===== config.mk =====
export PLATFORM = sky130hd
export DESIGN_NAME = led_matrix_chain_dirty_row_flusher_flat
export DESIGN_NICKNAME = d
export VERILOG_FILES = /design/src/hw/rtl/ldrf_pkg.sv /design/src/hw/rtl/ldrf_ifs.sv /design/src/hw/rtl/ldrf_ram.sv /design/src/hw/rtl/ldrf_front.sv /design/src/hw/rtl/ldrf_queue.sv /design/src/hw/rtl/ldrf_back.sv /design/src/hw/rtl/led_matrix_chain_dirty_row_flusher.sv /design/src/flat_wrapper.sv
export SDC_FILE = /design/constraint.sdc
export NUM_CORES = 1
export LEC_CHECK = 0
export BUFFER_PORTS_ARGS = -buffer_cell sky130_fd_sc_hd__buf_4
export CAP_MARGIN = 10
export CORE_MARGIN = 5
export CORE_UTILIZATION = 25
export DETAILED_ROUTE_END_ITERATION = 8
export PLACE_DENSITY = 0.45
export SYNTH_ARGS = -nofsm -noshare
export SYNTH_HDL_FRONTEND = slang
export SYNTH_SLANG_ARGS = --single-unit

===== constraint.sdc =====
create_clock -name i_clk -period 10.3 [get_ports i_clk]
set_clock_uncertainty 0.05 [all_clocks]
set_input_delay 2.06 -clock i_clk [delete_from_list [all_inputs] [get_ports i_clk]]
set_output_delay 2.06 -clock i_clk [all_outputs]
set_load 0.03 [all_outputs]

===== src/hw/rtl/ldrf_pkg.sv =====
// Shared types and constants for the LED matrix chain row flusher.
// Request and mode codes, driver opcodes and the command record passed
// from the front end to the back end. No dependencies.
package ldrf_pkg;

    // Field widths fixed by the request and word formats
    localparam int IDX_W   = 3;
    localparam int VALUE_W = 8;
    localparam int WORD_W  = 16;
    localparam int Q_DEPTH = 2;
    localparam int Q_PTR_W = 1;
    localparam int Q_CNT_W = 2;

    typedef logic [IDX_W-1:0]   t_idx;
    typedef logic [VALUE_W-1:0] t_byte;
    typedef logic [WORD_W-1:0]  t_word;

    // Request codes
    localparam logic [2:0] REQ_ROW_WRITE = 3'd0;
    localparam logic [2:0] REQ_FLUSH_ALL = 3'd1;
    localparam logic [2:0] REQ_FLUSH_DEV = 3'd2;
    localparam logic [2:0] REQ_DEV_CTRL  = 3'd3;
    localparam logic [2:0] REQ_UPDATE_EN = 3'd4;

    // Device control kinds
    localparam logic [2:0] MODE_SHUTDOWN  = 3'd0;
    localparam logic [2:0] MODE_SCANLIMIT = 3'd1;
    localparam logic [2:0] MODE_INTENSITY = 3'd2;
    localparam logic [2:0] MODE_DECODE    = 3'd3;
    localparam logic [2:0] MODE_TEST      = 3'd4;

    // Driver opcodes; digit opcode for row r is OP_DIGIT_BASE + r
    localparam t_byte OP_NOOP       = 8'h00;
    localparam t_byte OP_DIGIT_BASE = 8'h01;
    localparam t_byte OP_DECODE     = 8'h09;
    localparam t_byte OP_BRIGHTNESS = 8'h0A;
    localparam t_byte OP_SCAN_LIM   = 8'h0B;
    localparam t_byte OP_POWER_OFF  = 8'h0C;
    localparam t_byte OP_TEST       = 8'h0F;
    localparam t_byte ALL_ONES      = 8'hFF;
    localparam t_byte SCAN_MAX      = 8'd7;
    localparam t_byte INTENS_MAX    = 8'd15;

    typedef enum logic [1:0] {
        CMD_WRITE = 2'd0,
        CMD_FLUSH = 2'd1,
        CMD_CTRL  = 2'd2
    } t_cmd_kind;

    // One classified request; first doubles as the device of a row write,
    // word holds the control word or the row byte in its low half
    typedef struct packed {
        t_cmd_kind kind;
        t_idx      first;
        t_idx      last;
        t_idx      row;
        t_word     word;
    } t_cmd;

    typedef struct packed {
        logic valid;
        t_cmd cmd;
    } t_q_entry;

endpackage


===== src/hw/rtl/ldrf_ifs.sv =====
// Valid/ready channel interfaces: request channel in, serial word channel out.
// Depends on ldrf_pkg.
interface ldrf_req_if import ldrf_pkg::*; ();
    logic  valid;
    logic  ready;
    t_idx  req_type;
    t_idx  device;
    t_idx  end_device;
    t_idx  row;
    t_byte value;
    t_idx  mode;

    modport source(output valid, req_type, device, end_device, row, value, mode,
                   input ready);
    modport sink(input valid, req_type, device, end_device, row, value, mode,
                 output ready);
endinterface

interface ldrf_word_if import ldrf_pkg::*; ();
    logic  valid;
    logic  ready;
    t_word spi_word;
    logic  frame_end;
    logic  last;

    modport source(output valid, spi_word, frame_end, last, input ready);
    modport sink(input valid, spi_word, frame_end, last, output ready);
endinterface


===== src/hw/rtl/ldrf_ram.sv =====
// Generic simple dual-port RAM: one write port, one read port, registered read.
// No dependencies.
module ldrf_ram #(
    parameter int WIDTH = 8,
    parameter int DEPTH = 32
) (
    input  logic                                 i_clk,
    input  logic                                 i_we,
    input  logic [(DEPTH > 1 ? $clog2(DEPTH) : 1)-1:0] i_waddr,
    input  logic [WIDTH-1:0]                     i_wdata,
    input  logic [(DEPTH > 1 ? $clog2(DEPTH) : 1)-1:0] i_raddr,
    output logic [WIDTH-1:0]                     o_rdata
);

    logic [WIDTH-1:0] r_mem [DEPTH];
    logic [WIDTH-1:0] r_rdata;

    always_ff @(posedge i_clk) begin
        if (i_we) begin
            r_mem[i_waddr] <= i_wdata;
        end
        r_rdata <= r_mem[i_raddr];
    end

    assign o_rdata = r_rdata;

endmodule


===== src/hw/rtl/ldrf_front.sv =====
// Front end: accepts requests, range-checks them, maps control values and
// pushes one command per useful request. Depends on ldrf_pkg, ldrf_ifs.
module ldrf_front import ldrf_pkg::*; #(
    parameter int NUM_DEVICES = 4,
    parameter int ROWS        = 8
) (
    input  logic        i_clk,
    input  logic        i_rst_n,
    ldrf_req_if.sink    i_req,
    input  logic        i_q_full,
    output t_q_entry    o_push
);

    localparam t_idx LAST_DEV = t_idx'(NUM_DEVICES - 1);
    localparam t_idx LAST_ROW = t_idx'(ROWS - 1);

    logic  w_accept;
    logic  w_keep;
    t_cmd  w_cmd;
    t_byte w_op;
    t_byte w_data;
    logic  r_update_en;
    logic  n_update_en;

    assign i_req.ready = !i_q_full;
    assign w_accept    = i_req.valid && i_req.ready;

    // Control word mapping
    always_comb begin
        w_op   = OP_NOOP;
        w_data = '0;
        unique case (i_req.mode)
            MODE_SHUTDOWN: begin
                w_op   = OP_POWER_OFF;
                w_data = (i_req.value == '0) ? 8'd1 : 8'd0;
            end
            MODE_SCANLIMIT: begin
                w_op   = OP_SCAN_LIM;
                w_data = (i_req.value > SCAN_MAX) ? SCAN_MAX : i_req.value;
            end
            MODE_INTENSITY: begin
                w_op   = OP_BRIGHTNESS;
                w_data = (i_req.value > INTENS_MAX) ? INTENS_MAX : i_req.value;
            end
            MODE_DECODE: begin
                w_op   = OP_DECODE;
                w_data = (i_req.value == '0) ? 8'd0 : ALL_ONES;
            end
            MODE_TEST: begin
                w_op   = OP_TEST;
                w_data = (i_req.value == '0) ? 8'd0 : 8'd1;
            end
            default: begin
                w_op   = OP_NOOP;
                w_data = '0;
            end
        endcase
    end

    // Request classification
    always_comb begin
        w_keep       = 1'b0;
        n_update_en  = r_update_en;
        w_cmd.kind   = CMD_FLUSH;
        w_cmd.first  = '0;
        w_cmd.last   = LAST_DEV;
        w_cmd.row    = i_req.row;
        w_cmd.word   = {w_op, w_data};
        unique case (i_req.req_type)
            REQ_ROW_WRITE: begin
                w_keep      = (i_req.device <= LAST_DEV) && (i_req.row <= LAST_ROW);
                w_cmd.kind  = CMD_WRITE;
                w_cmd.first = i_req.device;
                w_cmd.word  = {OP_NOOP, i_req.value};
            end
            REQ_FLUSH_ALL: begin
                w_keep = 1'b1;
            end
            REQ_FLUSH_DEV: begin
                w_keep      = (i_req.device <= LAST_DEV);
                w_cmd.first = i_req.device;
                w_cmd.last  = i_req.device;
            end
            REQ_DEV_CTRL: begin
                w_keep      = (i_req.end_device >= i_req.device) &&
                              (i_req.end_device <= LAST_DEV) && (w_op != OP_NOOP);
                w_cmd.kind  = CMD_CTRL;
                w_cmd.first = i_req.device;
                w_cmd.last  = i_req.end_device;
            end
            REQ_UPDATE_EN: begin
                n_update_en = (i_req.value == 8'd1);
                w_keep      = n_update_en;
            end
            default: begin
                w_keep = 1'b0;
            end
        endcase
    end

    // Update-enable flag; enabling it triggers a full flush
    always_ff @(posedge i_clk) begin
        if (!i_rst_n) begin
            r_update_en <= 1'b1;
        end else if (w_accept) begin
            r_update_en <= n_update_en;
        end
    end

    assign o_push.valid = w_accept && w_keep;
    assign o_push.cmd   = w_cmd;

endmodule


===== src/hw/rtl/ldrf_queue.sv =====
// Two-entry command queue between the front end and the back end.
// Depends on ldrf_pkg.
module ldrf_queue import ldrf_pkg::*; (
    input  logic     i_clk,
    input  logic     i_rst_n,
    input  t_q_entry i_push,
    input  logic     i_pop,
    output logic     o_full,
    output t_q_entry o_head
);

    t_cmd               r_slot [Q_DEPTH];
    logic [Q_PTR_W-1:0] r_wr_ptr;
    logic [Q_PTR_W-1:0] r_rd_ptr;
    logic [Q_CNT_W-1:0] r_count;
    logic               w_do_pop;

    assign o_full       = (r_count == Q_CNT_W'(Q_DEPTH));
    assign o_head.valid = (r_count != '0);
    assign o_head.cmd   = r_slot[r_rd_ptr];
    assign w_do_pop     = i_pop && o_head.valid;

    // Slot storage
    always_ff @(posedge i_clk) begin
        if (i_push.valid) begin
            r_slot[r_wr_ptr] <= i_push.cmd;
        end
    end

    // Pointers and fill count
    always_ff @(posedge i_clk) begin
        if (!i_rst_n) begin
            r_wr_ptr <= '0;
            r_rd_ptr <= '0;
            r_count  <= '0;
        end else begin
            if (i_push.valid) begin
                r_wr_ptr <= r_wr_ptr + 1'b1;
            end
            if (w_do_pop) begin
                r_rd_ptr <= r_rd_ptr + 1'b1;
            end
            case ({i_push.valid, w_do_pop})
                2'b10:   r_count <= r_count + 1'b1;
                2'b01:   r_count <= r_count - 1'b1;
                default: r_count <= r_count;
            endcase
        end
    end

endmodule


===== src/hw/rtl/ldrf_back.sv =====
// Back end: holds the dirty bits and the row store RAM, executes row writes,
// walks flushes row by row and emits frames through an output register.
// Depends on ldrf_pkg, ldrf_ifs, ldrf_ram.
module ldrf_back import ldrf_pkg::*; #(
    parameter int NUM_DEVICES = 4,
    parameter int ROWS        = 8
) (
    input  logic         i_clk,
    input  logic         i_rst_n,
    input  t_q_entry     i_head,
    output logic         o_pop,
    ldrf_word_if.source  o_word
);

    localparam int   DEV_W    = (NUM_DEVICES > 1) ? $clog2(NUM_DEVICES) : 1;
    localparam int   ROW_W    = (ROWS > 1) ? $clog2(ROWS) : 1;
    localparam int   DEPTH    = NUM_DEVICES * ROWS;
    localparam int   ADDR_W   = (DEPTH > 1) ? $clog2(DEPTH) : 1;
    localparam t_idx LAST_DEV = t_idx'(NUM_DEVICES - 1);

    typedef enum logic [2:0] {
        S_IDLE = 3'b001,
        S_SCAN = 3'b010,
        S_EMIT = 3'b100
    } t_state;

    t_state r_state, n_state;
    t_idx   r_first, n_first;
    t_idx   r_last, n_last;
    t_idx   r_row, n_row;
    t_idx   r_dev, n_dev;
    logic   r_ctrl, n_ctrl;
    t_word  r_ctrl_word, n_ctrl_word;
    logic [NUM_DEVICES-1:0][ROWS-1:0] r_dirty, n_dirty;

    logic  r_out_valid;
    t_word r_out_word;
    logic  r_out_frame_end;
    logic  r_out_last;

    logic [NUM_DEVICES-1:0] w_dev_mask;
    logic [ROWS-1:0]        w_row_any;
    logic [ROWS-1:0]        w_later;
    logic [NUM_DEVICES-1:0] w_col;
    logic                   w_more;
    logic                   w_cur_any;
    logic [ROW_W-1:0]       w_row_idx;
    logic [DEV_W-1:0]       w_dev_idx;
    logic [DEV_W-1:0]       w_wr_dev;
    logic [ROW_W-1:0]       w_wr_row;
    logic                   w_slot_on;
    t_word                  w_slot_word;
    logic                   w_dev_is_last;
    logic                   w_out_free;
    logic                   w_load;
    logic                   w_clear;
    logic                   w_we;
    logic [ADDR_W-1:0]      w_waddr;
    logic [ADDR_W-1:0]      w_raddr;
    t_byte                  w_rdata;

    assign w_row_idx = r_row[ROW_W-1:0];
    assign w_dev_idx = r_dev[DEV_W-1:0];
    assign w_wr_dev  = i_head.cmd.first[DEV_W-1:0];
    assign w_wr_row  = i_head.cmd.row[ROW_W-1:0];

    // Row store; read address follows the next device/row so data lines up
    assign w_waddr = ADDR_W'(32'(i_head.cmd.first) * ROWS + 32'(i_head.cmd.row));
    assign w_raddr = ADDR_W'(32'(n_dev) * ROWS + 32'(n_row));

    ldrf_ram #(
        .WIDTH(VALUE_W),
        .DEPTH(DEPTH)
    ) u_row_ram (
        .i_clk   (i_clk),
        .i_we    (w_we),
        .i_waddr (w_waddr),
        .i_wdata (i_head.cmd.word[VALUE_W-1:0]),
        .i_raddr (w_raddr),
        .o_rdata (w_rdata)
    );

    // Devices covered by the current command
    always_comb begin
        for (int d = 0; d < NUM_DEVICES; d++) begin
            w_dev_mask[d] = (t_idx'(d) >= r_first) && (t_idx'(d) <= r_last);
        end
    end

    // Per-row dirty summary within the range, and rows past the current one
    always_comb begin
        w_col = '0;
        for (int j = 0; j < ROWS; j++) begin
            for (int d = 0; d < NUM_DEVICES; d++) begin
                w_col[d] = r_dirty[d][j];
            end
            w_row_any[j] = |(w_dev_mask & w_col);
            w_later[j]   = (t_idx'(j) > r_row);
        end
    end

    assign w_more    = |(w_row_any & w_later);
    assign w_cur_any = w_row_any[w_row_idx];

    // Slot word for the current device
    assign w_slot_on = w_dev_mask[w_dev_idx] && (r_ctrl || r_dirty[w_dev_idx][w_row_idx]);
    always_comb begin
        if (!w_slot_on) begin
            w_slot_word = '0;
        end else if (r_ctrl) begin
            w_slot_word = r_ctrl_word;
        end else begin
            w_slot_word = {OP_DIGIT_BASE + t_byte'(r_row), w_rdata};
        end
    end

    assign w_dev_is_last = (r_dev == LAST_DEV);
    assign w_out_free    = !r_out_valid || o_word.ready;

    // Sequencer
    always_comb begin
        n_state     = r_state;
        n_first     = r_first;
        n_last      = r_last;
        n_row       = r_row;
        n_dev       = r_dev;
        n_ctrl      = r_ctrl;
        n_ctrl_word = r_ctrl_word;
        n_dirty     = r_dirty;
        o_pop       = 1'b0;
        w_we        = 1'b0;
        w_load      = 1'b0;
        w_clear     = 1'b0;
        unique case (r_state)
            S_IDLE: begin
                if (i_head.valid) begin
                    o_pop = 1'b1;
                    unique case (i_head.cmd.kind)
                        CMD_WRITE: begin
                            w_we                        = 1'b1;
                            n_dirty[w_wr_dev][w_wr_row] = 1'b1;
                        end
                        CMD_FLUSH: begin
                            n_first = i_head.cmd.first;
                            n_last  = i_head.cmd.last;
                            n_row   = '0;
                            n_dev   = '0;
                            n_ctrl  = 1'b0;
                            n_state = S_SCAN;
                        end
                        CMD_CTRL: begin
                            n_first     = i_head.cmd.first;
                            n_last      = i_head.cmd.last;
                            n_dev       = '0;
                            n_ctrl      = 1'b1;
                            n_ctrl_word = i_head.cmd.word;
                            n_state     = S_EMIT;
                        end
                        default: begin
                            n_state = S_IDLE;
                        end
                    endcase
                end
            end
            S_SCAN: begin
                if (w_cur_any) begin
                    n_dev   = '0;
                    n_state = S_EMIT;
                end else if (w_more) begin
                    n_row = r_row + 1'b1;
                end else begin
                    w_clear = 1'b1;
                    n_state = S_IDLE;
                end
            end
            S_EMIT: begin
                if (w_out_free) begin
                    w_load = 1'b1;
                    if (!w_dev_is_last) begin
                        n_dev = r_dev + 1'b1;
                    end else if (r_ctrl) begin
                        n_state = S_IDLE;
                    end else if (w_more) begin
                        n_row   = r_row + 1'b1;
                        n_state = S_SCAN;
                    end else begin
                        w_clear = 1'b1;
                        n_state = S_IDLE;
                    end
                end
            end
            default: begin
                n_state = S_IDLE;
            end
        endcase
        // A finished flush clears the dirty bits of its range
        if (w_clear) begin
            for (int d = 0; d < NUM_DEVICES; d++) begin
                if (w_dev_mask[d]) begin
                    n_dirty[d] = '0;
                end
            end
        end
    end

    // Control state
    always_ff @(posedge i_clk) begin
        if (!i_rst_n) begin
            r_state <= S_IDLE;
            r_row   <= '0;
            r_dev   <= '0;
            r_ctrl  <= 1'b0;
            r_dirty <= '0;
        end else begin
            r_state <= n_state;
            r_row   <= n_row;
            r_dev   <= n_dev;
            r_ctrl  <= n_ctrl;
            r_dirty <= n_dirty;
        end
    end

    // Command payload
    always_ff @(posedge i_clk) begin
        r_first     <= n_first;
        r_last      <= n_last;
        r_ctrl_word <= n_ctrl_word;
    end

    // Output register
    always_ff @(posedge i_clk) begin
        if (!i_rst_n) begin
            r_out_valid <= 1'b0;
        end else if (w_load) begin
            r_out_valid <= 1'b1;
        end else if (o_word.ready) begin
            r_out_valid <= 1'b0;
        end
    end

    always_ff @(posedge i_clk) begin
        if (w_load) begin
            r_out_word      <= w_slot_word;
            r_out_frame_end <= w_dev_is_last;
            r_out_last      <= w_dev_is_last && (r_ctrl || !w_more);
        end
    end

    assign o_word.valid     = r_out_valid;
    assign o_word.spi_word  = r_out_word;
    assign o_word.frame_end = r_out_frame_end;
    assign o_word.last      = r_out_last;

endmodule


===== src/hw/rtl/led_matrix_chain_dirty_row_flusher.sv =====
// Top level of the LED matrix chain row flusher: front end, command queue,
// back end. Depends on ldrf_pkg, ldrf_ifs, ldrf_front, ldrf_queue, ldrf_back.
//
// Keeps NUM_DEVICES x ROWS row bytes with a dirty bit each and turns requests
// into 16-bit serial words, one frame of NUM_DEVICES words per dirty row or
// per control request, device 0 first, no-op words in idle slots. Requests
// enter a two-entry queue and are accepted whenever it has room, also while
// the back end is busy or a word waits on the output; requests that cause
// nothing are dropped at the front and never reach the back end. The back
// end takes each command from the queue in its idle state, which is all a
// row write needs. A flush then scans its rows one by one and sends a frame
// for each row with a dirty bit in its range, passing over clean rows; a
// device control request sends a single frame. Emitting waits while the
// output register holds a word that is not taken. Row bytes live in one RAM
// with a registered read; dirty bits are flip-flops cleared by reset.
module led_matrix_chain_dirty_row_flusher import ldrf_pkg::*; #(
    parameter int NUM_DEVICES = 4,
    parameter int ROWS        = 8
) (
    input  logic         i_clk,
    input  logic         i_rst_n,
    ldrf_req_if.sink     i_req,
    ldrf_word_if.source  o_word
);

    t_q_entry w_push;
    t_q_entry w_head;
    logic     w_q_full;
    logic     w_pop;

    ldrf_front #(
        .NUM_DEVICES(NUM_DEVICES),
        .ROWS       (ROWS)
    ) u_front (
        .i_clk    (i_clk),
        .i_rst_n  (i_rst_n),
        .i_req    (i_req),
        .i_q_full (w_q_full),
        .o_push   (w_push)
    );

    ldrf_queue u_queue (
        .i_clk   (i_clk),
        .i_rst_n (i_rst_n),
        .i_push  (w_push),
        .i_pop   (w_pop),
        .o_full  (w_q_full),
        .o_head  (w_head)
    );

    ldrf_back #(
        .NUM_DEVICES(NUM_DEVICES),
        .ROWS       (ROWS)
    ) u_back (
        .i_clk   (i_clk),
        .i_rst_n (i_rst_n),
        .i_head  (w_head),
        .o_pop   (w_pop),
        .o_word  (o_word)
    );

    // The final word of a request always closes a frame
    a_last_closes_frame: assert property (@(posedge i_clk) disable iff (!i_rst_n)
        o_word.valid && o_word.last |-> o_word.frame_end)
        else $error("last word does not end a frame");

    // Every emitted opcode is a no-op, a digit row or a control register
    a_legal_opcode: assert property (@(posedge i_clk) disable iff (!i_rst_n)
        o_word.valid |-> (o_word.spi_word[15:8] == OP_NOOP) ||
            ((o_word.spi_word[15:8] >= OP_DIGIT_BASE) &&
             (o_word.spi_word[15:8] <= t_byte'(ROWS))) ||
            (o_word.spi_word[15:8] == OP_DECODE) ||
            (o_word.spi_word[15:8] == OP_BRIGHTNESS) ||
            (o_word.spi_word[15:8] == OP_SCAN_LIM) ||
            (o_word.spi_word[15:8] == OP_POWER_OFF) ||
            (o_word.spi_word[15:8] == OP_TEST))
        else $error("illegal opcode on output");

    // A no-op slot carries zero data
    a_noop_zero: assert property (@(posedge i_clk) disable iff (!i_rst_n)
        o_word.valid && (o_word.spi_word[15:8] == OP_NOOP) |->
            (o_word.spi_word[7:0] == 8'd0))
        else $error("no-op slot with data");

    // Reset leaves no word pending
    a_reset_empty: assert property (@(posedge i_clk)
        !i_rst_n |=> !o_word.valid)
        else $error("output valid after reset");

endmodule

===== src/flat_wrapper.sv =====
// flat-port wrapper written by rule: the top's interface ports become plain ports
module led_matrix_chain_dirty_row_flusher_flat import ldrf_pkg::*;
#(
    parameter int NUM_DEVICES = 4,
    parameter int ROWS        = 8
)
  (i_clk, i_rst_n, i_req_valid, i_req_req_type, i_req_device, i_req_end_device, i_req_row, i_req_value, i_req_mode, i_req_ready, o_word_valid, o_word_spi_word, o_word_frame_end, o_word_last, o_word_ready);
  ldrf_req_if i_req_i ();
  ldrf_word_if o_word_i ();
  input  logic i_clk;
  input  logic i_rst_n;
  input wire logic [$bits(i_req_i.valid)-1:0] i_req_valid;
  input wire logic [$bits(i_req_i.req_type)-1:0] i_req_req_type;
  input wire logic [$bits(i_req_i.device)-1:0] i_req_device;
  input wire logic [$bits(i_req_i.end_device)-1:0] i_req_end_device;
  input wire logic [$bits(i_req_i.row)-1:0] i_req_row;
  input wire logic [$bits(i_req_i.value)-1:0] i_req_value;
  input wire logic [$bits(i_req_i.mode)-1:0] i_req_mode;
  output wire logic [$bits(i_req_i.ready)-1:0] i_req_ready;
  output wire logic [$bits(o_word_i.valid)-1:0] o_word_valid;
  output wire logic [$bits(o_word_i.spi_word)-1:0] o_word_spi_word;
  output wire logic [$bits(o_word_i.frame_end)-1:0] o_word_frame_end;
  output wire logic [$bits(o_word_i.last)-1:0] o_word_last;
  input wire logic [$bits(o_word_i.ready)-1:0] o_word_ready;
  assign i_req_i.valid = i_req_valid;
  assign i_req_i.req_type = i_req_req_type;
  assign i_req_i.device = i_req_device;
  assign i_req_i.end_device = i_req_end_device;
  assign i_req_i.row = i_req_row;
  assign i_req_i.value = i_req_value;
  assign i_req_i.mode = i_req_mode;
  assign i_req_ready = i_req_i.ready;
  assign o_word_valid = o_word_i.valid;
  assign o_word_spi_word = o_word_i.spi_word;
  assign o_word_frame_end = o_word_i.frame_end;
  assign o_word_last = o_word_i.last;
  assign o_word_i.ready = o_word_ready;
  led_matrix_chain_dirty_row_flusher #(.NUM_DEVICES(NUM_DEVICES), .ROWS(ROWS)) u_core (.i_clk(i_clk), .i_rst_n(i_rst_n), .i_req(i_req_i), .o_word(o_word_i));
endmodule

==> results of run 1 <==
==> logic make-up (layout without fill, tap and decap cells) <==
group                      Yosys count  in the layout  share of synthesized area, %
and+or+nand+nor                    355            355                          10.5
xor gates and xnor gates             5              5                         0.267
AOI/OAI and AO/OA                  202            202                          9.96
buffers and inverters               73            181                          2.17
muxes                              119            119                          8.24
adders and majority gates           12             12                         0.915
DFF                                390            390                          68.0
other                                1              4                        0.0229
==> worst max path at each step <==
stage | to | slack, ps | from
4_1_cts | u_core.u_back.u_row_ram.o_rdata[3] | 4810 | o_word_ready
3_3_place_gp | u_core.u_back.u_row_ram.o_rdata[3] | 4250 | o_word_ready
6_report | u_core.u_back.u_row_ram.o_rdata[3] | 4930 | o_word_ready
5_1_grt | u_core.u_back.u_row_ram.o_rdata[3] | 4670 | o_word_ready
2_1_floorplan | u_core.u_queue.r_slot[0][0] | 5360 | i_req_value[4]
3_5_place_dp | u_core.u_back.u_row_ram.o_rdata[3] | 4210 | o_word_ready
==> per-layer routing <==
metal | track usage [%] | vias up
met5 | 0 | -
met4 | 3.83 | 0
met3 | 2.15 | 57
met2 | 20.3 | 273
met1 | 18.2 | 5156
li1 | - | 4630
==> power by group through the flow <==
| stage | Combinational, W | Sequential (W) | Clock, W |
|---|---|---|---|
| after global placement | 0.000478 | 0.00193 | 0 |
| after global routing | 0.000526 | 0.00190 | 0.00166 |
| final | 0.000481 | 0.00189 | 0.00156 |
| after detailed placement | 0.000484 | 0.00193 | 0 |
| after CTS | 0.000486 | 0.00189 | 0.00160 |
| after floorplan | 0.000314 | 0.00190 | 0 |
==> area by class of cell <==
cell class	count	area [um2]
multi-input cells	697	4920
fillers	6674	46200
inverters	26	97.6
clock inverters	21	188
clock buffers	61	1250
flip-flops and latches	390	11200
repair buffers	73	548
well taps	864	1080
==> through the flow <==
step | total power [W] | instance area [um2] | setup slack (ps) | util (%)
2_1_floorplan | 0.00221 | 16400 | 5360 | -
3_3_place_gp | 0.00240 | 17800 | 4250 | 27.2
3_5_place_dp | 0.00241 | 17800 | 4210 | 27.2
4_1_cts | 0.00397 | 19200 | 4810 | 29.4
5_1_grt | 0.00409 | 19200 | 4670 | 29.4
6_report | 0.00394 | 19200 | 4930 | 29.4
==> synthesized netlist by cell type, types with 18 or more instances <==
master and instances:
edfxtp_1 334, nand2_1 149, mux2i_1 90, nor2_1 86, dfxtp_1 56, a32oi_1 48, o21a_1 37, inv_1 25
a21oi_1 21, clkbuf_1 19, mux2_2 18
==> sequential cells by signal, indices dropped and copies added (netlist names), 2 cells and up, named ones only <==
| signal | cells |
|---|---|
| u_core.u_queue.r_slot | 46 |
| u_core.u_back.r_ctrl_word | 12 |
| u_core.u_back.r_first | 3 |
| u_core.u_back.u_row_ram.r_mem | 256 |
| u_core.u_back.u_row_ram.o_rdata | 8 |
| u_core.u_back.o_word.spi_word | 12 |
| u_core.u_back.r_row | 3 |
| u_core.u_back.r_state | 3 |
| u_core.u_back.r_dirty | 32 |
| u_core.u_back.r_dev | 3 |
| u_core.u_back.r_last | 3 |
| u_core.u_queue.r_count | 2 |
==> tightest hold or removal path: cells and delay by family, from the launching register on <==
family	cells	cell delay, ps
flip-flops	1	300
AND/OR/NAND/NOR	1	50
AO/OA/AOI/OAI	1	30
==> cell usage in the layout, fill, tap and decap left out, drive strengths merged, types with 18 or more instances in the layout <==
| master | instances |
|---|---|
| nor3 | 22 |
| nor2 | 87 |
| mux2 | 18 |
| a32oi | 48 |
| edfxtp | 334 |
| dfxtp | 56 |
| clkbuf | 61 |
| nand2 | 149 |
| inv | 28 |
| buf | 73 |
| mux2i | 90 |
| o21a | 37 |
| a21oi | 23 |
==> results.md, run 1 <==
* HPWL Detailed at 31000 um
* Register share of total power at 48.1%
* Nets at 1272
* Ports at 47
* Hold Vio Cnt, Final at 0
* Vias in the first global route at 10.0k
* Synth warnings at 0
* Top routing layer used: met4
* DRT Pass-1 Iters at 5
* Register bit count reported by yosys at 390
* Routed WL at 46500 um
* Detail Route met2 WL at 21400 um
* Hold Crit Depth at 2
* Slew Viols, Final at 0
* Setup_tns at 0 ps
* Worst-path fanout max at 48
* Sum of routed wire segments on met1 at 21600 um
* # clock sinks at 390
* P_int at 0.00292 W
* Skew-Pair Late Insertion Delay at 570 ps
* Reg2Reg Capture Point: u_core.u_back.u_row_ram.o_rdata[3]
* Syn avg cell area at 14.2 um2
* HP Start: u_core.u_back.r_dev[2]
* P&R area growth vs syn at 17.3%
* Bufs and invs on worst path at 2
* Leakage at 6.11 nW
* # placed instances at 2050
* Core area at 65400 um2
* Clk slew on worst S/H paths at 60 ps
* Crit path capture type: flop
* Post-CTS Setup Bufs at 0
* Max-cap violations at 0
* Clk buf depth at 3
* Maximum vdd drop at 0.000114 V
* H-tree Lvls at 2
* Sw Ratio at 25.7%
* Worst-margin pin slew at 1270 ps
* DIE AREA at 70800 um2
* Initial Util at 25.1%
* Largest net degree at the start of global routing at 57
* CP Data Required Time at 10760 ps
* Post-CTS Resized at 0
* Clock power frac at 39.7%
* CP max stage delay at 750 ps
* Final std cells w/o fill at 2132
* Initial detailed-routing violation count at 691
* Normalized max-slew margin at 15.3%
* Num CTS Buffers at 45
* Crit path depth at 11
* First-pass GRT wire length at 68000 um
* Via count at 10.1k
* Wire per inst at 21.8 um
* WHS Endpoint: u_core.u_back.r_dev[2]
* Rows at 94
* Hold WS at 374 ps
* Min-delay worst type: flop to flop
* Synth top area cells: edfxtp_1 (61%), dfxtp_1 (6.8%), mux2i_1 (5.5%)
* Port bufs at 42
* Remaining Overflow, GRT at 0
* Met3 wire length at 2470 um
* Slowest cell on the critical path: a221oi_1
* Unique masters post-synth at 78
* Leading area contributor after synthesis: edfxtp_1
* Vias per cell at 4.74
* Final Cycle Share at 52.1%
* Ys flop type: edfxtp_1
* Initial antenna violation count at 2
* EDFF count, synth at 334
* CTS tree: done
* Top-area cell type share of the netlist area at 61.1%
* DRC at 0
* Most frequent CP cell: buf_4
* Chip Width at 266 um
* # setup viols final at 0
* Startpoint types: input port
* Fin crit period at 5370 ps
* Critical path class: input port to flop
* Post-synth ARST share at 0%
* RSZ-0062 raised after global routing: false
* Hold_buf cts at 0
* Antenna viol nets, final at 0
* Reg2Reg Setup Slack at 5110 ps
* GP Congestion at 0.820
* Die H at 266 um
* Combinational Power Share at 12.2%
* Total Routing Usage GR at 12.8%
* Root buffer cell: clkbuf_16
* Outcome: finished clean
* Worst Reg-to-Reg Cells at 14
* Share of cells above drive strength 1 at 16.1%
* Cells after Synth at 1157
* NetSw at 0.00101 W
* CP Cell Sequence: buf_4 -> nor2b_1 -> or3_1 -> or2_2 -> o2bb2a_4 -> a21o_4 -> buf_4 -> mux2i_1 -> a32o_1 -> a221oi_1 -> and4_1
* Fmax at 0.186 GHz
* Crit path DAT at 5830 ps
* Diodes inserted at 0
* Cell family with most CP delay: compound AO/OA/AOI/OAI gates
* Sequential share of the synthesized area at 68.0%
* Syn Std Cell Area at 16400 um2
* P per Cell Area at 205 nW/um2
Power figures use the tool's default switching activity.
==> inputs of run 2 (changes only) <==
- clock period: 10.3 -> 5.6 ns (I/O delays scaled with it)
==> results.md, run 2 (synthesized netlist as in run 1, its figures left out) <==
* Hold_buf cts at 0
* Max-cap violations at 0
* Root buffer cell: clkbuf_16
* Fmax at 0.218 GHz
* Worst-margin pin slew at 1250 ps
* Ports at 47
* Clk buf depth at 3
* CTS tree: done
* Setup_tns at 0 ps
* Final Cycle Share at 82.0%
* Nets at 1262
* Vias in the first global route at 9920
* Met3 usage at 2.53%
* Port bufs at 42
* DRC at 0
* Met1 Track Usage GR at 17.2%
* Post-CTS Resized at 0
* DRT Pass-1 Iters at 5
* First-pass GRT wire length at 65600 um
* Hold Vio Cnt, Final at 0
* HPWL Detailed at 30300 um
* Worst-path fanout max at 8
* Via count at 9977
* Most flops, register: u_core.u_back.u_row_ram.r_mem
* Fin crit period at 4590 ps
* # clock sinks at 390
* Largest net degree at the start of global routing at 60
* Final core occ at 29.3%
* P&R area growth vs syn at 16.8%
* Share of cells above drive strength 1 at 15.0%
* P per Cell Area at 373 nW/um2
* Chip Width at 266 um
* Crit path capture type: flop
* GP Congestion at 0.834
* Diodes inserted at 0
* Initial Util at 25.1%
* GRT busiest layer: met2
* Num CTS Buffers at 44
* RSZ-0062 raised after global routing: false
* Startpoint types: flop
* Clk slew on worst S/H paths at 60 ps
* Crit path DAT at 5000 ps
* Maximum vdd drop at 0.000191 V
* Met2 Track Usage GR at 19.6%
* Total Routing Usage GR at 12.2%
* Initial antenna violation count at 0
* Skew-Pair Late Insertion Delay at 570 ps
* Vias per cell at 4.70
* Min-delay worst type: flop to flop
* Outcome: finished clean
* Initial detailed-routing violation count at 718
* Slew Viols, Final at 0
* Rows at 94
* Wire per inst at 20.8 um
* Remaining Overflow, GRT at 0
* Critical path class: flop to flop
* Antenna viol nets, final at 0
* Leakage at 6.05 nW
* Max reg flops at 256
* Post-CTS Setup Bufs at 0
* H-tree Lvls at 2
* Most frequent cells in the layout: edfxtp_1 (334), nand2_1 (149), mux2i_1 (90)
* # setup viols final at 0
* Routed WL at 44200 um
* Die H at 266 um
* Biggest regs: u_core.u_back.u_row_ram.r_mem (256), u_core.u_queue.r_slot (46), u_core.u_back.r_dirty (32)
* Commonest non-fill, non-tap cell in the layout: edfxtp_1
* Normalized max-slew margin at 16.5%
* Core area at 65400 um2
* DIE AREA at 70800 um2
* CP Data Required Time at 6010 ps
## run 2: stage by stage
step	power, W	worst slack (ps)	hold slack [ps]	cell area (um2)	instances
final	0.00715	1010	380	19200	2123
after global routing	0.00745	727	423	19200	2123
after CTS	0.00725	1030	378	19200	2122
after detailed placement	0.00441	1040	370	17700	2040
after global placement	0.00440	1110	375	17700	2040
after floorplan	0.00407	1280	357	16400	1160
## run 2: worst max-delay path: stages (launching register included)
cell	delay, ps
edfxtp_1	520
a2bb2oi_2	310
and2_1	270
a221o_1	270
o2bb2ai_1	110
nor4_1	740
a2bb2oi_1	280
o21a_1	300
nor3_2	810
a32oi_1	260
and4_1	350
and4_1	200
## run 2: cell type report
type | instances | area, um2
fillers | 6680 | 46200
flip-flops and latches | 390 | 11200
multi-input cells | 697 | 4920
clock buffers | 71 | 1290
well taps | 864 | 1080
repair buffers | 64 | 509
clock inverters | 11 | 109
inverters | 26 | 97.6
## run 2: power breakdown
part | internal, W | switching, W
registers | 0.00341 | 0.0000706
logic | 0.000262 | 0.000602
clock network | 0.00167 | 0.00114
total | 0.00534 | 0.00181
## run 2: path summary, 6_finish.rpt
kind | endpoint | from | slack (ps) | depth (start not counted)
worst max-delay path | u_core.u_back.u_row_ram.o_rdata[3] | u_core.u_back.r_first[1] | 1010 | 11
worst max register to register | u_core.u_back.u_row_ram.o_rdata[3] | u_core.u_back.r_first[1] | 1010 | 11
worst min-delay path | u_core.u_back.r_dev[2] | u_core.u_back.r_dev[2] | 380 | 2
worst min register to register | u_core.u_back.r_dev[2] | u_core.u_back.r_dev[2] | 380 | 2
## run 2: routing by layer
metal  part of all wire [%]  vias up
li1                       -     4610
met3                    4.6       69
met2                     47      238
met5                      0        -
met4                    1.8        0
met1                     47     5060
==> inputs of run 3 (changes only) <==
- ABC_AREA: not set -> 1
- PLACE_DENSITY: 0.45 -> 0.46
- clock period: 5.6 -> 3.8 ns (I/O delays scaled with it)
==> results.md, run 3 <==
* Combinational Power Share at 36.0%
* CTS tree: done
* HPWL Detailed at 32700 um
* Root buffer cell: clkbuf_16
* Top post-synthesis cells by count: nand2_1 (393), edfxtp_1 (334), nand3_1 (312)
* Final Cycle Share at 91.6%
* Clk slew on worst S/H paths at 60 ps
* Synth Area in Compound Gates at 3.97%
* Commonest non-fill, non-tap cell in the layout: nand2_1
* P_int at 0.00903 W
* Top-area cell type share of the netlist area at 56.7%
* P per Cell Area at 709 nW/um2
* Setup_tns at 0 ps
* Register share of total power at 36.3%
* Routed WL at 50600 um
* Unique masters post-synth at 44
* Initial antenna violation count at 0
* Most frequent cells in the layout: nand2_1 (391), edfxtp_1 (334), nand3_1 (312)
* First-pass GRT wire length at 76700 um
* Clock power frac at 27.7%
* Port bufs at 42
* Fmax at 0.287 GHz
* Normalized max-slew margin at 23.3%
* Hold_buf cts at 0
* Via count at 12.7k
* Post-synth ARST share at 0%
* DIE AREA at 76200 um2
* Synth Area in XOR/XNOR at 0%
* Syn Std Cell Area at 17700 um2
* Crit path capture type: flop
* Largest net degree at the start of global routing at 90
* Initial detailed-routing violation count at 866
* Remaining Overflow, GRT at 0
* Setup WS pre-CTS at 181 ps
* Crit path DAT at 3880 ps
* Worst-path fanout max at 10
* Maximum vdd drop at 0.000601 V
* # placed instances at 2752
* NetSw at 0.00563 W
* P&R area growth vs syn at 16.9%
* Sw Ratio at 38.4%
* Sequential share of the synthesized area at 63.0%
* Vias in the first global route at 12.4k
* Wire per inst at 17.9 um
* Final std cells w/o fill at 2835
* Most frequent CP cell: nand2_1
* Cell family with most CP delay: simple AND/OR/NAND/NOR gates
* Num CTS Buffers at 45
* Antenna viol nets, final at 0
* # clock sinks at 390
* Die H at 276 um
* Syn avg cell area at 9.86 um2
* CP Cell Sequence: inv_1 -> nand2_2 -> nor2_4 -> nand2_1 -> nand2_1 -> o21ai_0 -> nand2_1 -> nand2_1 -> nand2_1 -> nor2_2 -> nand2_1 -> nand2_1 -> a221oi_1 -> o21a_1 -> inv_1 -> nand2_1 -> nand2_1
* Chip Width at 276 um
* Synth warnings at 0
* Max-cap violations at 0
* Most flops, register: u_core.u_back.u_row_ram.r_mem
* EDFF count, synth at 334
* Synth top area cells: edfxtp_1 (57%), nand3_1 (8.8%), nand2_1 (8.3%)
* Leakage at 8.20 nW
* Ports at 47
* Vias per cell at 4.48
* Synth Area in Adders at 0.849%
* Worst-margin pin slew at 1150 ps
* Core area at 70100 um2
* Cells after Synth at 1794
* H-tree Lvls at 2
* RSZ-0062 raised after global routing: false
* Skew-Pair Late Insertion Delay at 570 ps
* Main combinational cell family by area after synthesis: simple AND/OR/NAND/NOR gates
* GP Congestion at 0.906
* DRC at 0
* # setup viols final at 0
* DRT Pass-1 Iters at 5
* CP Data Required Time at 4200 ps
* Ys flop type: edfxtp_1
* Final worst setup slack at 320 ps
* Nets at 1898
* Leading area contributor after synthesis: edfxtp_1
* Post-DP Area at 19300 um2
* Slowest cell on the critical path: o21a_1
* Register bit count reported by yosys at 390
* Min-delay worst type: input port to flop
* Top-count cell post-synth: nand2_1
* Cell area after layout at 20700 um2
* Bufs and invs on worst path at 2
* Total Routing Usage GR at 12.9%
* Simple-gate area share of the yosys netlist at 23.4%
* Initial Util at 25.2%
* Max reg flops at 256
* Hold Vio Cnt, Final at 0
* Startpoint types: flop
* Biggest regs: u_core.u_back.u_row_ram.r_mem (256), u_core.u_queue.r_slot (46), u_core.u_back.r_dirty (32)
* Critical path class: flop to flop
* Slew Viols, Final at 0
* Share of cells above drive strength 1 at 11.0%
* Post-synthesis mux area share at 1.02%
* Rows at 97
* CP max stage delay at 580 ps
* Post-CTS Setup Bufs at 0
* Clk buf depth at 3
* Fin crit period at 3480 ps
* Outcome: finished clean
run 3: logic make-up (layout without fill, tap and decap cells):
| group | after synthesis | count (layout) |
|---|---|---|
| and+or+nand+nor | 941 | 941 |
| DFF | 390 | 390 |
| buffers and inverters | 313 | 410 |
| AOI/OAI and AO/OA | 121 | 121 |
| muxes | 16 | 16 |
| adders and majority gates | 12 | 12 |
| other | 1 | 5 |
run 3: final timing paths:
kind | from | endpoint | cells after the start | slack, ps
setup / recovery | u_core.u_back.r_first[2] | u_core.u_back.u_row_ram.o_rdata[4] | 17 | 320
hold / removal | i_req_row[2] | u_core.u_queue.r_slot[0][14] | 1 | 330
setup reg to reg | u_core.u_back.r_first[2] | u_core.u_back.u_row_ram.o_rdata[4] | 17 | 320
hold reg to reg | u_core.u_queue.r_rd_ptr | flop | 1 | 410
run 3: layout make-up:
class	count	area [um2]
Clock buffer	67	1310
Antenna cell	1	2.50
Sequential cell	390	11200
Timing Repair Buffer	100	901
Inverter	228	860
Clock inverter	15	72.6
Tap cell	940	1180
Fill cell	7384	49500
Multi-Input combinational cell	1094	5210
run 3: layer usage:
layer	vias to the layer above	share of wire (%)	track usage (%)
met5	-	0	0
met2	297	47	21.3
li1	6145	-	-
met4	0	2.1	3.27
met1	6192	46	17.7
met3	61	4.8	2.11
run 3: timing repair:
action,4_1_cts,5_1_grt
resized for setup,0,1
setup endpoints to repair,0,2
endpoints found under the hold margin,0,0
run 3: power groups by stage:
stage | Sequential (W) | Combinational, W | Clock (W)
6_report | 0.00532 | 0.00528 | 0.00407
5_1_grt | 0.00533 | 0.00589 | 0.00436
4_1_cts | 0.00532 | 0.00537 | 0.00418
3_5_place_dp | 0.00541 | 0.00536 | 0
3_3_place_gp | 0.00542 | 0.00534 | 0
2_1_floorplan | 0.00532 | 0.00367 | 0
run 3: through the flow:
stage | power (W) | hold slack (ps) | utilization, %
detailed placement | 0.0108 | 394 | 27.5
finish | 0.0147 | 333 | 29.5
CTS | 0.0149 | 294 | 29.5
global route | 0.0156 | 308 | 29.5
global placement | 0.0108 | 384 | 27.5
floorplan | 0.00899 | 376 | -
